### config.mk
export PLATFORM = sky130hd
export DESIGN_NAME = ewes_cell
export DESIGN_NICKNAME = d
export VERILOG_FILES = /design/src/hw/rtl/ewes_pkg.sv /design/src/hw/rtl/ewes_cell.sv
export SDC_FILE = /design/constraint.sdc
export NUM_CORES = 1
export LEC_CHECK = 0
export ABC_AREA = 1
export BUFFER_PORTS_ARGS = -buffer_cell sky130_fd_sc_hd__buf_2
export CORE_UTILIZATION = 52
export DETAILED_ROUTE_END_ITERATION = 10
export GPL_ROUTABILITY_DRIVEN = 0
export PLACE_DENSITY = 0.93
export SYNTH_ARGS = -nofsm -noshare
export SYNTH_HDL_FRONTEND = slang
export SYNTH_SLANG_ARGS = --single-unit
export TNS_END_PERCENT = 100
### constraint.sdc
create_clock -name clk -period 7.15 [get_ports clk]
set_input_delay 1.43 -clock clk [delete_from_list [all_inputs] [get_ports clk]]
set_output_delay 1.43 -clock clk [all_outputs]
set_load 0.05 [all_outputs]
### src/hw/rtl/ewes_pkg.sv
// Shared types and constants for the earliest-wake event scheduler.
// No dependencies; imported by ewes_cell and earliest_wake_event_scheduler.
package ewes_pkg;

  localparam int TIME_W         = 64;
  localparam int COMP_W         = 4;
  localparam int IDX_W          = 8;   // wide enough for the largest component count
  localparam int NUM_COMPONENTS = 16;

  typedef enum logic [2:0] {
    ST_IDLE,
    ST_CLAMP,
    ST_APPLY,
    ST_SCAN,
    ST_FIRE,
    ST_REPORT
  } state_t;

  // Best pending entry seen so far along the chain.
  typedef struct packed {
    logic              valid;
    logic [TIME_W-1:0] wake;
    logic [TIME_W-1:0] order;
    logic [IDX_W-1:0]  idx;
  } cand_t;

  // Command broadcast to every cell.
  typedef struct packed {
    logic              arm;
    logic              clear;
    logic [IDX_W-1:0]  sel;
    logic [TIME_W-1:0] tick;
    logic [TIME_W-1:0] order;
  } cell_cmd_t;

endpackage

### src/hw/rtl/ewes_cell.sv
// One component slot: pending flag, wake time and arming order, plus one
// stage of the minimum search chain. Depends on ewes_pkg.
module ewes_cell #(
  parameter int IDX = 0
) (
  input  logic              clk,
  input  logic              rst,
  input  ewes_pkg::cell_cmd_t cmd,
  input  ewes_pkg::cand_t   cand_in,
  output ewes_pkg::cand_t   cand_out,
  output logic              pending,
  output logic              armed
);
  import ewes_pkg::*;

  logic [TIME_W-1:0] wake;
  logic [TIME_W-1:0] order;
  logic              hit;
  logic              own_better;
  cand_t             cand_next;

  assign hit   = (cmd.sel == IDX_W'(IDX));
  // A pending slot only re-arms on a strictly earlier tick.
  assign armed = cmd.arm && hit && (!pending || (cmd.tick < wake));

  always_ff @(posedge clk) begin
    if (rst) begin
      pending <= 1'b0;
    end else if (armed) begin
      pending <= 1'b1;
    end else if (cmd.clear && hit) begin
      pending <= 1'b0;
    end
  end

  always_ff @(posedge clk) begin
    if (armed) begin
      wake  <= cmd.tick;
      order <= cmd.order;
    end
  end

  // Replace the incoming candidate only on a strictly smaller key, so the
  // lower index wins ties.
  assign own_better = pending &&
                      (!cand_in.valid || (wake < cand_in.wake) ||
                       ((wake == cand_in.wake) && (order < cand_in.order)));

  always_comb begin
    cand_next = cand_in;
    if (own_better) begin
      cand_next.valid = 1'b1;
      cand_next.wake  = wake;
      cand_next.order = order;
      cand_next.idx   = IDX_W'(IDX);
    end
  end

  always_ff @(posedge clk) begin
    if (rst) begin
      cand_out.valid <= 1'b0;
    end else begin
      cand_out.valid <= cand_next.valid;
    end
    cand_out.wake  <= cand_next.wake;
    cand_out.order <= cand_next.order;
    cand_out.idx   <= cand_next.idx;
  end

endmodule

==> flow_metrics.py <==
metrics = {
    "run_status": {
        "status": "completed",
    },
    "grt": {
        "grt_pass1_wl_um": 61710,
        "gr-usage-all-layers_pct": 29.52,
        "grt_antenna_before_repair": 11,
        "grt_overflow_total": 0,
        "grt_start_max_net_pins": 86,
        "first_global_vias": 12230,
    },
    "timing": {
        "setup_viol": 0,
        "final-max-slew-violation-count": 0,
        "min_period_over_period_pct": 73.13,
        "skew_ns": 0.01627,
        "final.min_clock_period_ns": 5.229,
        "setup_tns_ns": 0,
        "maxSlewHeadroom_pct": 28.06,
        "rsz0062_at_grt": "no",
        "fmax_ghz": 0.1913,
        "hold_viol": 0,
        "worst-slew-pin-transition_ns": 1.079,
    },
    "placed_design": {
        "placement.io_buffers": 415,
        "place_inst": 2226,
        "post-dp-hpwl_um": 29760,
    },
    "final_layout": {
        "fill_cells": 1912,
        "fin_nets": 2389,
        "post_layout_nonfiller_instances": 2287,
        "layout_common_cells": "415 x sky130_fd_sc_hd__nand2_1, 415 x sky130_fd_sc_hd__buf_2, 226 x sky130_fd_sc_hd__inv_1, 190 x sky130_fd_sc_hd__ha_1, 137 x sky130_fd_sc_hd__dfxtp_1",
        "final_layout_size_suffix_gt1_share_pct": 25.18,
        "layout-area-overhead-vs-synth_pct": 23.03,
    },
    "cts": {
        "max_root_sink_buffers": 3,
        "clk_latency_ns": 0.55,
        "htree_num_levels": 1,
        "cts-resized-gates": 0,
        "cts_setup_buffers": 0,
        "cts_tree": "yes",
        "cts_sink_count": 266,
        "ctsHoldBuffers": 0,
        "numCtsBuffers": 29,
        "ctsRootBufferMaster": "sky130_fd_sc_hd__clkbuf_16",
        "clkTransAtPathRegs_ns": 0.06,
    },
    "detailed_routing": {
        "drt_first_iter_violations": 1012,
        "antenna_violating_nets_post_route": 0,
        "drt_drc": 0,
        "drtPass1Iterations": 6,
        "dr_total_vias": 12330,
        "post_drt_wl_per_cell_um": 17.89,
        "drt_wl_total_um": 40910,
        "number_of_vias_per_cell": 5.393,
    },
    "hold_path": {
        "hold_path_startpoint": "order[39]",
        "timing.hold.worst.class": "reg2reg",
        "min_to": "cand_out[47]",
        "min_path_cells": 2,
    },
    "critical_path": {
        "worstRegToRegCells": 14,
        "worst_ep_arrival_time_ns": 3.80,
        "worstReg2RegStart": "wake[45]",
        "crit_path_start_kind": "primary input",
        "timing.reg2reg.setup_slack_ns": 2.77,
        "endpoint_kind": "output pin",
        "worst-setup-path-type": "in2out",
        "worst-endpoint-required_ns": 5.72,
        "max_fo_critical_path": 59,
        "rr_endpoint": "cand_out[30]",
    },
    "logic_synthesis": {
        "count_of_yosys_warnings_during_synthesis": 0,
        "adder_cell_share_of_the_synthesized_area_pct": 17.36,
        "synth.top_cell.area_share_pct": 28.07,
        "post_synth_main_area_contributors": "sky130_fd_sc_hd__edfxtp_1 28%, sky130_fd_sc_hd__dfxtp_1 20%, sky130_fd_sc_hd__ha_1 17%",
        "yosys.cell_types.count": 29,
        "post_synth_inst_count": 1517,
        "post_synth_xor_area_fraction_pct": 0,
        "synthesized_area_per_cell_um2": 9.026,
        "synth_compound_area_share_pct": 5.072,
        "largest_family_of_logic_cells_by_synthesized_area": "simple AND/OR/NAND/NOR gates",
        "synthesis.nets": 1984,
        "synth.area.mux_share_pct": 0,
        "post-synth-top-area-cell": "sky130_fd_sc_hd__edfxtp_1",
        "synth_area_mm2": 0.01369,
        "postSynthRegisterBits": 266,
        "synth-seq-area-share_pct": 48.25,
        "synth-simple-area-share_pct": 20.74,
    },
    "floorplanning": {
        "floorplan.die.width_um": 164.3,
        "rows": 59,
        "pin_count": 416,
        "start_util_pct": 52.84,
        "floorplan_core_area_mm2": 0.02591,
        "die_y_um": 164.3,
        "dieArea_mm2": 0.02698,
    },
    "job": {
        "max-cap-violations": 0,
    },
    "power": {
        "power_density_mw_per_mm2": 212.0,
        "peakVddDrop_v": 0.0001961,
        "cellLeakagePower_nw": 8.929,
    },
}
-- registers in the layout (all words and copies together), names as in the netlist --
name,cells
cand_out,137
order,64
pending,1
wake,64
-- logic make-up after synthesis --
kind of cell / after synthesis
AOI/OAI and AO/OA: 131
adders and majority gates: 190
buffers and inverters: 272
DFF: 266
and+or+nand+nor: 658
-- worst max-delay path by stage --
stage	from	to	slack [ns]	cells past startpoint
2_1_floorplan	cmd[69]	armed	0.53	14
3_3_place_gp	cand_in[119]	cand_out[58]	1.72	16
3_5_place_dp	cand_in[119]	cand_out[15]	1.66	16
4_1_cts	cmd[127]	armed	1.88	14
5_1_grt	cmd[127]	armed	1.65	14
6_report	cmd[89]	armed	1.92	14
-- final cells by class --
type	instances	area (um2)	share of cell area [%]
repair buffers	419	2107	12.51
flip-flops and latches	266	6610	39.24
well taps	335	419.2	2.488
clock buffers	43	828.3	4.917
clock inverters	8	71.32	0.4234
inverters	227	857.1	5.088
diodes	10	25.02	0.1486
multi-input cells	979	5927	35.19
-- power by group --
part	internal (mW)	switching, mW
sequential	1.64	0.0145
clock	0.831	0.604
combinational	0.155	0.329
-- stage by stage --
step           util [%]  hold slack, ns  cell area [um2]  worst slack, ns  total power [mW]
6_report          65.01          0.5065            16840            1.921             3.571
5_1_grt           65.01          0.5406            16840            1.647             3.680
4_1_cts           64.91          0.5061            16820            1.880             3.573
3_5_place_dp      61.44          0.4951            15920            1.655             2.156
3_3_place_gp      61.44          0.4840            15920            1.721             2.136
2_1_floorplan         -          0.4680            13690           0.5334             1.977
-- layer usage --
metal	global-route usage (%)	vias up	share of wire [%]	wire length (um)
met5	0	-	0	0
met4	17.47	0	6.1	2478
met3	6.061	171	8.9	3659
met2	52.80	732	50	20340
met1	32.08	5627	35	14430
li1	-	5803	-	-
-- Yosys cell counts --
cell type / n
sky130_fd_sc_hd__buf_6: 15
sky130_fd_sc_hd__ha_1: 190
sky130_fd_sc_hd__dfxtp_1: 138
sky130_fd_sc_hd__and2_1: 1
sky130_fd_sc_hd__a21o_1: 1
sky130_fd_sc_hd__edfxtp_1: 128
sky130_fd_sc_hd__inv_1: 227
sky130_fd_sc_hd__and3_1: 1
sky130_fd_sc_hd__nand4_1: 15
sky130_fd_sc_hd__clkbuf_1: 14
sky130_fd_sc_hd__o211ai_1: 1
sky130_fd_sc_hd__nand3_1: 128
sky130_fd_sc_hd__nor3_1: 11
sky130_fd_sc_hd__o21a_1: 3
sky130_fd_sc_hd__buf_2: 13
sky130_fd_sc_hd__nand3b_1: 2
sky130_fd_sc_hd__nand2_1: 417
sky130_fd_sc_hd__buf_12: 1
sky130_fd_sc_hd__a31oi_1: 1
sky130_fd_sc_hd__nor2_1: 55
sky130_fd_sc_hd__o21bai_1: 2
sky130_fd_sc_hd__a21oi_1: 87
sky130_fd_sc_hd__buf_4: 2
sky130_fd_sc_hd__nor2_2: 4
sky130_fd_sc_hd__a21boi_0: 8
sky130_fd_sc_hd__o21ai_0: 28
sky130_fd_sc_hd__nor4_1: 3
sky130_fd_sc_hd__nand3_2: 20
sky130_fd_sc_hd__nor3b_1: 1
-- worst max-delay path: stages --
cell                      delay [ns]
sky130_fd_sc_hd__buf_2          0.11
sky130_fd_sc_hd__ha_1           0.32
sky130_fd_sc_hd__a21oi_1        0.24
sky130_fd_sc_hd__o21ai_0        0.11
sky130_fd_sc_hd__nand2_1        0.08
sky130_fd_sc_hd__nand3_1        0.08
sky130_fd_sc_hd__a21oi_1        0.18
sky130_fd_sc_hd__nand2_1        0.09
sky130_fd_sc_hd__nand2_1        0.06
sky130_fd_sc_hd__nand2_1        0.05
sky130_fd_sc_hd__nand2_1        0.07
sky130_fd_sc_hd__nand2_1        0.13
sky130_fd_sc_hd__inv_6          0.46
sky130_fd_sc_hd__buf_2          0.38
(Power assumes the default switching activity.)
